**src/design/gww_pkg.sv**
```systemverilog
package gww_pkg;

    localparam int CW           = 6;
    localparam int DATA_W       = 8;
    localparam int MAX_COLS_DEF = 32;

    localparam logic [CW-1:0]     MAX_COLS_RST = CW'(32);
    localparam logic [DATA_W-1:0] CH_NL        = 8'h0A;
    localparam logic [DATA_W-1:0] CH_CR        = 8'h0D;
    localparam logic [DATA_W-1:0] CH_SP        = 8'h20;

    typedef struct packed {
        logic              mode;
        logic [DATA_W-1:0] in_byte;
    } in_item_t;

    typedef struct packed {
        logic [DATA_W-1:0] out_char;
        logic              line_break;
        logic              end_of_text;
        logic              last;
    } out_item_t;

endpackage

```
**src/design/gww_ram.sv**
```systemverilog
module gww_ram #(
    parameter int WIDTH = 8,
    parameter int DEPTH = 32,
    localparam int AW = (DEPTH > 1) ? $clog2(DEPTH) : 1
) (
    input  logic             aclk,
    input  logic             we,
    input  logic [AW-1:0]    waddr,
    input  logic [WIDTH-1:0] wdata,
    input  logic             re,
    input  logic [AW-1:0]    raddr,
    output logic [WIDTH-1:0] rdata
);

    logic [WIDTH-1:0] mem [DEPTH];
    logic [WIDTH-1:0] rdata_reg;

    always_ff @(posedge aclk) begin
        if (we) begin
            mem[waddr] <= wdata;
        end
        if (re) begin
            rdata_reg <= mem[raddr];
        end
    end

    assign rdata = rdata_reg;

endmodule

```
**src/design/greedy_word_wrap_stream_core.sv**
```systemverilog
// Channel   | Ports                     | Moves
// ----------+---------------------------+--------------------------------------
// input     | s_valid, s_ready, s_data  | one text byte or end-of-text request
// result    | m_valid, m_ready, m_data  | one character or line break
// config    | cfg_wr_en, cfg_wr_data    | max_cols, written without wait
//
// One request at a time. A byte that only joins the word passes the byte and add
// states (a carriage return only the byte state, one after a held one an extra add
// state first); a space, newline or end of text with no word ends in the tail state.
// A word flush runs pre, chars and post states, bound by the single RAM read port.
// Reset is synchronous; the word buffer needs no clearing pass after reset.
// With m_ready low the sequencer stalls once the output and hold registers are full.
module greedy_word_wrap_stream_core
    import gww_pkg::*;
#(
    parameter int MAX_COLS = MAX_COLS_DEF
) (
    input  logic          aclk,
    input  logic          aresetn,
    input  logic          cfg_wr_en,
    input  logic [CW-1:0] cfg_wr_data,
    input  logic          s_valid,
    output logic          s_ready,
    input  in_item_t      s_data,
    output logic          m_valid,
    input  logic          m_ready,
    output out_item_t     m_data
);

    localparam int WLW = $clog2(MAX_COLS + 1);
    localparam int AW  = (MAX_COLS > 1) ? $clog2(MAX_COLS) : 1;

    localparam logic [3:0] S_IDLE    = 4'd0;
    localparam logic [3:0] S_BYTE    = 4'd1;
    localparam logic [3:0] S_ADD     = 4'd2;
    localparam logic [3:0] S_ENDWORD = 4'd3;
    localparam logic [3:0] S_PRE     = 4'd4;
    localparam logic [3:0] S_CHARS   = 4'd5;
    localparam logic [3:0] S_POST    = 4'd6;
    localparam logic [3:0] S_TAIL    = 4'd7;
    localparam logic [3:0] S_FINAL   = 4'd8;
    localparam logic [3:0] S_DONE    = 4'd9;

    localparam logic [1:0] CONT_DONE  = 2'd0;
    localparam logic [1:0] CONT_BYTE  = 2'd1;
    localparam logic [1:0] CONT_FINAL = 2'd2;

    localparam logic [1:0] PRE_NONE = 2'd0;
    localparam logic [1:0] PRE_SP   = 2'd1;
    localparam logic [1:0] PRE_BRK  = 2'd2;

    function automatic logic [3:0] cont_state(input logic [1:0] c);
        logic [3:0] s;
        unique case (c)
            CONT_BYTE:  s = S_BYTE;
            CONT_FINAL: s = S_FINAL;
            default:    s = S_DONE;
        endcase
        return s;
    endfunction

    logic [3:0]       state_reg, state_next;
    logic [CW-1:0]    max_cols_reg;
    logic [WLW-1:0]   wl_reg, wl_next;
    logic [WLW-1:0]   ll_reg, ll_next;
    logic             ilw_reg, ilw_next;
    logic             crp_reg, crp_next;
    logic [1:0]       cont_reg, cont_next;
    logic [1:0]       pre_reg, pre_next;
    logic             post_reg, post_next;
    logic             wpend_reg, wpend_next;
    logic             rd_pend_reg, rd_pend_next;
    logic [WLW-1:0]   idx_reg, idx_next;
    logic [WLW-1:0]   nch_reg, nch_next;
    logic             hold_valid_reg, hold_valid_next;
    out_item_t        hold_reg, hold_next;
    logic             m_valid_reg, m_valid_next;
    out_item_t        m_data_reg, m_data_next;
    logic             mode_reg, mode_next;
    logic [DATA_W-1:0] byte_reg, byte_next;
    logic [DATA_W-1:0] ch_reg, ch_next;

    logic [CW-1:0]    cols;
    logic [CW-1:0]    wl_ext, ll_ext;
    logic [CW:0]      fit_sum;
    logic [WLW-1:0]   idx_inc;
    logic             out_free, emit_ok, emit_fire;
    out_item_t        emit_item;
    logic             ram_we, ram_re;
    logic [DATA_W-1:0] ram_rdata;

    always_comb begin
        cols = max_cols_reg;
        if (max_cols_reg == '0) begin
            cols = CW'(1);
        end else if (max_cols_reg > CW'(MAX_COLS)) begin
            cols = CW'(MAX_COLS);
        end
    end

    assign wl_ext   = CW'(wl_reg);
    assign ll_ext   = CW'(ll_reg);
    assign fit_sum  = (CW + 1)'(ll_ext) + (CW + 1)'(wl_ext) + (CW + 1)'(1);
    assign idx_inc  = idx_reg + 1'b1;
    assign out_free = !m_valid_reg || m_ready;
    assign emit_ok  = !hold_valid_reg || out_free;
    assign s_ready  = (state_reg == S_IDLE);

    always_comb begin
        state_next      = state_reg;
        wl_next         = wl_reg;
        ll_next         = ll_reg;
        ilw_next        = ilw_reg;
        crp_next        = crp_reg;
        cont_next       = cont_reg;
        pre_next        = pre_reg;
        post_next       = post_reg;
        wpend_next      = wpend_reg;
        rd_pend_next    = rd_pend_reg;
        idx_next        = idx_reg;
        nch_next        = nch_reg;
        hold_valid_next = hold_valid_reg;
        hold_next       = hold_reg;
        m_valid_next    = m_ready ? 1'b0 : m_valid_reg;
        m_data_next     = m_data_reg;
        mode_next       = mode_reg;
        byte_next       = byte_reg;
        ch_next         = ch_reg;
        emit_fire       = 1'b0;
        emit_item       = '0;
        ram_we          = 1'b0;
        ram_re          = 1'b0;

        unique case (state_reg)
            S_IDLE: begin
                if (s_valid) begin
                    mode_next = s_data.mode;
                    byte_next = s_data.in_byte;
                    if (s_data.mode || s_data.in_byte == CH_NL) begin
                        crp_next   = 1'b0;
                        cont_next  = CONT_FINAL;
                        state_next = S_ENDWORD;
                    end else if (crp_reg) begin
                        crp_next   = 1'b0;
                        ch_next    = CH_CR;
                        cont_next  = CONT_BYTE;
                        state_next = S_ADD;
                    end else begin
                        state_next = S_BYTE;
                    end
                end
            end
            S_BYTE: begin
                cont_next = CONT_DONE;
                if (byte_reg == CH_CR) begin
                    crp_next   = 1'b1;
                    state_next = S_DONE;
                end else if (byte_reg == CH_SP) begin
                    state_next = S_ENDWORD;
                end else begin
                    ch_next    = byte_reg;
                    state_next = S_ADD;
                end
            end
            S_ADD: begin
                if (wl_ext >= cols) begin
                    pre_next     = (!ilw_reg && ll_reg != '0) ? PRE_BRK : PRE_NONE;
                    post_next    = 1'b1;
                    nch_next     = wl_reg;
                    idx_next     = '0;
                    rd_pend_next = 1'b0;
                    wl_next      = '0;
                    ll_next      = '0;
                    ilw_next     = 1'b1;
                    wpend_next   = 1'b1;
                    state_next   = S_PRE;
                end else begin
                    ram_we     = 1'b1;
                    wl_next    = wl_reg + 1'b1;
                    state_next = cont_state(cont_reg);
                end
            end
            S_ENDWORD: begin
                wpend_next   = 1'b0;
                idx_next     = '0;
                rd_pend_next = 1'b0;
                nch_next     = wl_reg;
                if (ilw_reg) begin
                    ilw_next = 1'b0;
                    if (wl_reg != '0) begin
                        pre_next   = PRE_NONE;
                        post_next  = 1'b1;
                        wl_next    = '0;
                        ll_next    = '0;
                        state_next = S_PRE;
                    end else begin
                        state_next = S_TAIL;
                    end
                end else if (wl_reg == '0) begin
                    state_next = S_TAIL;
                end else if (wl_ext > cols) begin
                    pre_next   = (ll_reg != '0) ? PRE_BRK : PRE_NONE;
                    post_next  = 1'b1;
                    wl_next    = '0;
                    ll_next    = '0;
                    state_next = S_PRE;
                end else begin
                    post_next  = 1'b0;
                    wl_next    = '0;
                    state_next = S_PRE;
                    if (ll_reg == '0) begin
                        pre_next = PRE_NONE;
                        ll_next  = wl_reg;
                    end else if (fit_sum <= (CW + 1)'(cols)) begin
                        pre_next = PRE_SP;
                        ll_next  = WLW'(fit_sum);
                    end else begin
                        pre_next = PRE_BRK;
                        ll_next  = wl_reg;
                    end
                end
            end
            S_PRE: begin
                if (pre_reg == PRE_NONE) begin
                    state_next = S_CHARS;
                end else if (emit_ok) begin
                    emit_fire = 1'b1;
                    if (pre_reg == PRE_SP) begin
                        emit_item.out_char = CH_SP;
                    end else begin
                        emit_item.line_break = 1'b1;
                    end
                    state_next = S_CHARS;
                end
            end
            S_CHARS: begin
                if (idx_reg == nch_reg) begin
                    state_next = S_POST;
                end else if (!rd_pend_reg) begin
                    ram_re       = 1'b1;
                    rd_pend_next = 1'b1;
                end else if (emit_ok) begin
                    emit_fire          = 1'b1;
                    emit_item.out_char = ram_rdata;
                    idx_next           = idx_inc;
                    if (idx_inc != nch_reg) begin
                        ram_re = 1'b1;
                    end else begin
                        rd_pend_next = 1'b0;
                    end
                end
            end
            S_POST: begin
                if (!post_reg) begin
                    state_next = S_TAIL;
                end else if (emit_ok) begin
                    emit_fire            = 1'b1;
                    emit_item.line_break = 1'b1;
                    state_next           = S_TAIL;
                end
            end
            S_TAIL: begin
                if (wpend_reg) begin
                    ram_we     = 1'b1;
                    wl_next    = wl_reg + 1'b1;
                    wpend_next = 1'b0;
                end
                state_next = cont_state(cont_reg);
            end
            S_FINAL: begin
                if (emit_ok) begin
                    emit_fire             = 1'b1;
                    emit_item.line_break  = 1'b1;
                    emit_item.end_of_text = mode_reg;
                    ll_next               = '0;
                    state_next            = S_DONE;
                end
            end
            S_DONE: begin
                if (!hold_valid_reg) begin
                    state_next = S_IDLE;
                end else if (out_free) begin
                    m_valid_next    = 1'b1;
                    m_data_next     = hold_reg;
                    m_data_next.last = 1'b1;
                    hold_valid_next = 1'b0;
                    state_next      = S_IDLE;
                end
            end
            default: begin
                state_next = S_IDLE;
            end
        endcase

        if (emit_fire) begin
            if (hold_valid_reg) begin
                m_valid_next = 1'b1;
                m_data_next  = hold_reg;
            end
            hold_next       = emit_item;
            hold_valid_next = 1'b1;
        end
    end

    gww_ram #(
        .WIDTH (DATA_W),
        .DEPTH (MAX_COLS)
    ) u_word_ram (
        .aclk  (aclk),
        .we    (ram_we),
        .waddr (wl_reg[AW-1:0]),
        .wdata (ch_reg),
        .re    (ram_re),
        .raddr (ram_re && rd_pend_reg ? idx_inc[AW-1:0] : idx_reg[AW-1:0]),
        .rdata (ram_rdata)
    );

    always_ff @(posedge aclk) begin
        if (!aresetn) begin
            state_reg      <= S_IDLE;
            max_cols_reg   <= MAX_COLS_RST;
            wl_reg         <= '0;
            ll_reg         <= '0;
            ilw_reg        <= 1'b0;
            crp_reg        <= 1'b0;
            cont_reg       <= CONT_DONE;
            pre_reg        <= PRE_NONE;
            post_reg       <= 1'b0;
            wpend_reg      <= 1'b0;
            rd_pend_reg    <= 1'b0;
            idx_reg        <= '0;
            nch_reg        <= '0;
            hold_valid_reg <= 1'b0;
            m_valid_reg    <= 1'b0;
        end else begin
            state_reg      <= state_next;
            if (cfg_wr_en) begin
                max_cols_reg <= cfg_wr_data;
            end
            wl_reg         <= wl_next;
            ll_reg         <= ll_next;
            ilw_reg        <= ilw_next;
            crp_reg        <= crp_next;
            cont_reg       <= cont_next;
            pre_reg        <= pre_next;
            post_reg       <= post_next;
            wpend_reg      <= wpend_next;
            rd_pend_reg    <= rd_pend_next;
            idx_reg        <= idx_next;
            nch_reg        <= nch_next;
            hold_valid_reg <= hold_valid_next;
            m_valid_reg    <= m_valid_next;
        end
    end

    always_ff @(posedge aclk) begin
        hold_reg   <= hold_next;
        m_data_reg <= m_data_next;
        mode_reg   <= mode_next;
        byte_reg   <= byte_next;
        ch_reg     <= ch_next;
    end

    assign m_valid = m_valid_reg;
    assign m_data  = m_data_reg;

endmodule
```
**config.mk**
```make
export PLATFORM = sky130hd
export DESIGN_NAME = greedy_word_wrap_stream_core
export DESIGN_NICKNAME = d
export VERILOG_FILES = /design/src/design/gww_pkg.sv /design/src/design/gww_ram.sv /design/src/design/greedy_word_wrap_stream_core.sv
export SDC_FILE = /design/constraint.sdc
export NUM_CORES = 1
export LEC_CHECK = 0
export BUFFER_PORTS_ARGS = -buffer_cell sky130_fd_sc_hd__buf_2
export CAP_MARGIN = 25
export CORE_ASPECT_RATIO = 0.7
export CORE_MARGIN = 2
export CORE_UTILIZATION = 28
export CTS_CLUSTER_SIZE = 28
export DETAILED_ROUTE_END_ITERATION = 12
export PLACE_DENSITY = 0.41
export SETUP_SLACK_MARGIN = 0.4
export SLEW_MARGIN = 20
export SYNTH_ARGS = -nofsm -noshare
export SYNTH_HDL_FRONTEND = slang
export SYNTH_SLANG_ARGS = --single-unit
```
**constraint.sdc**
```tcl
create_clock -name aclk -period 3.7 [get_ports aclk]
set_input_delay 0.74 -clock aclk [delete_from_list [all_inputs] [get_ports aclk]]
set_output_delay 0.74 -clock aclk [all_outputs]
set_load 0.03 [all_outputs]
```
==> results.py <==
metrics = {
    "run_status": {
        "status": "completed",
    },
    "sta": {
        "rsz0062_at_grt": "yes",
        "setup_tns_ps": 0,
        "tightest_slew_ps": 981,
        "fin_crit_sh_pct": 90.8,
        "period_needed_ps": 3360,
        "drv_slew": 0,
        "finalWorstSetupSlack_ps": 339,
        "finalHoldViolCount": 0,
        "max_freq_mhz": 298,
        "slew_headroom_pct": 34.6,
        "finClkSkew_ps": 13.3,
        "setup_viol": 0,
    },
    "placement": {
        "place.gp.congestion": 0.831,
        "port_buffers": 32,
        "post-dp-hpwl_um": 34300,
        "place_ws_ps": -121,
    },
    "synthesis": {
        "synth_most_common_cell": "edfxtp_1",
        "netlist_instances": 1334,
        "yosys_warnings": 0,
        "synth_edf_count": 302,
        "synth_cell_types": 71,
        "synth.largest_area_cell": "edfxtp_1",
        "synthTopCellsByCount": "302 x edfxtp_1, 213 x nand2_1, 99 x nor2_1, 75 x mux2i_1, 63 x nand3_1",
        "synth-seq-cells": 347,
        "async_reset_ff_share_pct": 0,
        "synth_top_area_share_pct": 56.8,
        "post_synth_instance_area_mm2": 0.0160,
        "syn_avg_cell_area_um2": 12.0,
        "synth_nets": 1378,
        "yosysSeqAreaShare_pct": 62.4,
        "synth_area_leaders": "edfxtp_1 57%, dfxtp_1 5.6%, nand2_1 5.0%",
        "synth_ff_type": "edfxtp_1",
    },
    "die": {
        "die_h_um": 204,
        "start_util_pct": 28.2,
        "die_w_um": 290,
        "rows": 73,
        "dieArea_mm2": 0.0590,
        "core_mm2": 0.0566,
        "ios": 33,
    },
    "cells_and_area": {
        "largest_register_ffs": 256,
        "n_antenna_cell": 0,
        "utilization_pct": 35.7,
        "final_layout_size_suffix_gt1_share_pct": 26.3,
        "area_growth_pct": 26.4,
        "nNetsFinal": 1553,
    },
    "setup_path": {
        "critPathMaxFanout": 13,
        "worstPathRequired_ps": 4040,
        "critical_path.cell_chain": "ha_4 -> buf_4 -> a211o_1 -> o2bb2ai_4 -> a21oi_4 -> buf_6 -> mux2i_4 -> buf_12 -> buf_6 -> nand2_1 -> a32oi_2 -> a31oi_4 -> a311oi_2",
        "cpMostUsedCell": "buf_6",
        "end_kind": "register",
        "r2r_slack_ps": 340,
        "max_stage_delay_ps": 370,
        "r2r_cells": 13,
        "critPathArrivalTime_ps": 3700,
        "slowest_stage": "dfxtp_4",
        "critical_path_class": "register to register",
        "cp-start-kind": "register",
    },
    "clock_tree": {
        "holdBufCountCts": 0,
        "htree_levels": 2,
        "cts_tree": "built",
        "clk_path_buf_depth": 3,
        "cts.sinks": 347,
        "cts_buffers": 39,
        "clock-root-buffer": "clkbuf_16",
        "clock_latency_ps": 550,
        "cts.reportedPaths.clkPinSlew_ps": 60,
    },
    "run": {
        "maxCapViolations": 0,
    },
    "drt": {
        "first_iter_violations": 1120,
        "firstDrtPassIters": 6,
        "via_per_inst": 5.06,
        "totalWireLength_um": 52000,
        "wl_per_cell_um": 22.7,
        "drtAntennaViolNets": 0,
        "vias": 11576,
        "drc": 0,
    },
    "power": {
        "power.total_mw": 10.1,
        "leakage_nw": 6.95,
        "powerDensity_mw_per_mm2": 502,
        "ir_drop_uv": 257,
    },
    "global_route": {
        "grt_pass1_vias": 10978,
        "grt_start_max_net_pins": 42,
        "grt.total_usage_pct": 17.2,
        "grt_first_pass_wirelength_um": 74500,
        "grt.overflow.total": 0,
        "antenna_found_initial": 2,
    },
    "worst_hold_path": {
        "whs_path_depth": 1,
        "hold_path.class": "primary input to register",
    },
}
==> layout make-up <==
type / count / area (um^2)
Clock buffer: 47 / 1030
Clock inverter: 25 / 188
Fill cell: 5624 / 36400
Inverter: 26 / 97.6
Multi-Input combinational cell: 888 / 6130
Sequential cell: 347 / 10000
Tap cell: 750 / 938
Timing Repair Buffer: 207 / 1820
==> worst paths after layout <==
| kind | end | from |
|---|---|---|
| max | u_word_ram.rdata[0] | idx_reg[0] |
| min | byte_reg[1] | s_data[1] |
| max reg2reg | u_word_ram.rdata[0] | idx_reg[0] |
| min reg2reg | idx_reg[4] | idx_reg[4] |
==> per-layer routing <==
layer	GRT usage, %	part of all wire (%)	wire (um)
met5	1.67	0.28	146
met1	27.2	52	27200
met4	3.48	1.7	887
met2	22.5	38	19800
met3	4.80	7.8	4050
==> cells in the final DEF, fill, tap and decap left out, types with 9 or more instances in the layout <==
cell       count
mux2i_1       73
mux2_2        16
nor2_2        14
nor2_1        78
o21ai_0       10
edfxtp_1     302
ha_1          20
nor3_1        26
clkbuf_16     42
xor2_1        13
o22ai_1       38
dfxtp_1       34
buf_12        14
buf_4        133
buf_2         32
inv_1         22
nand2_1      205
nand2b_1      10
a21oi_1       41
a211oi_1      12
o221ai_1      18
and2_1        33
clkinv_1       9
buf_6         22
a31oi_1        9
nand3_1       60
==> metrics by stage <==
step	cell area (um^2)	hold WS, ps	std cells
2_1_floorplan	16000	427	1334
3_3_place_gp	17900	466	2176
5_1_grt	20200	365	2290
4_1_cts	19500	363	2262
3_5_place_dp	17900	463	2176
6_report	20200	384	2290
==> logic make-up (layout without fill, tap and decap cells) <==
logic type | Yosys count | after routing | synth area share [%]
AO/OA/AOI/OAI | 253 | 253 | 11.7
XOR/XNOR | 25 | 25 | 1.46
adder cells (fa/ha/maj) | 24 | 24 | 1.93
buffers and inverters | 99 | 305 | 2.65
flip-flops | 347 | 347 | 62.4
multiplexers | 92 | 92 | 5.90
AND/OR/NAND/NOR | 494 | 494 | 14.0
==> where the power goes <==
group | switching, mW | internal [mW]
Clock | 1.65 | 2.13
Combinational | 1.06 | 0.447
Sequential | 0.120 | 4.74
Total | 2.83 | 7.31
==> worst max-delay path, delay by kind of cell, from the launching register on <==
kind	cells	cell delay, ps
AO/OA/AOI/OAI	6	1600
AND/OR/NAND/NOR	1	90
buffers and inverters	4	630
multiplexers	1	250
flip-flops	1	370
adder cells (fa/ha/maj)	1	190
==> timing repair <==
item | 4_1_cts | 5_1_grt
resized for setup | 53 | 110
endpoints found under the setup margin | 83 | 270
gates cloned | 1 | 3
setup buffers | 13 | 25
pin swaps | 22 | 49
Power figures use the tool's default switching activity.
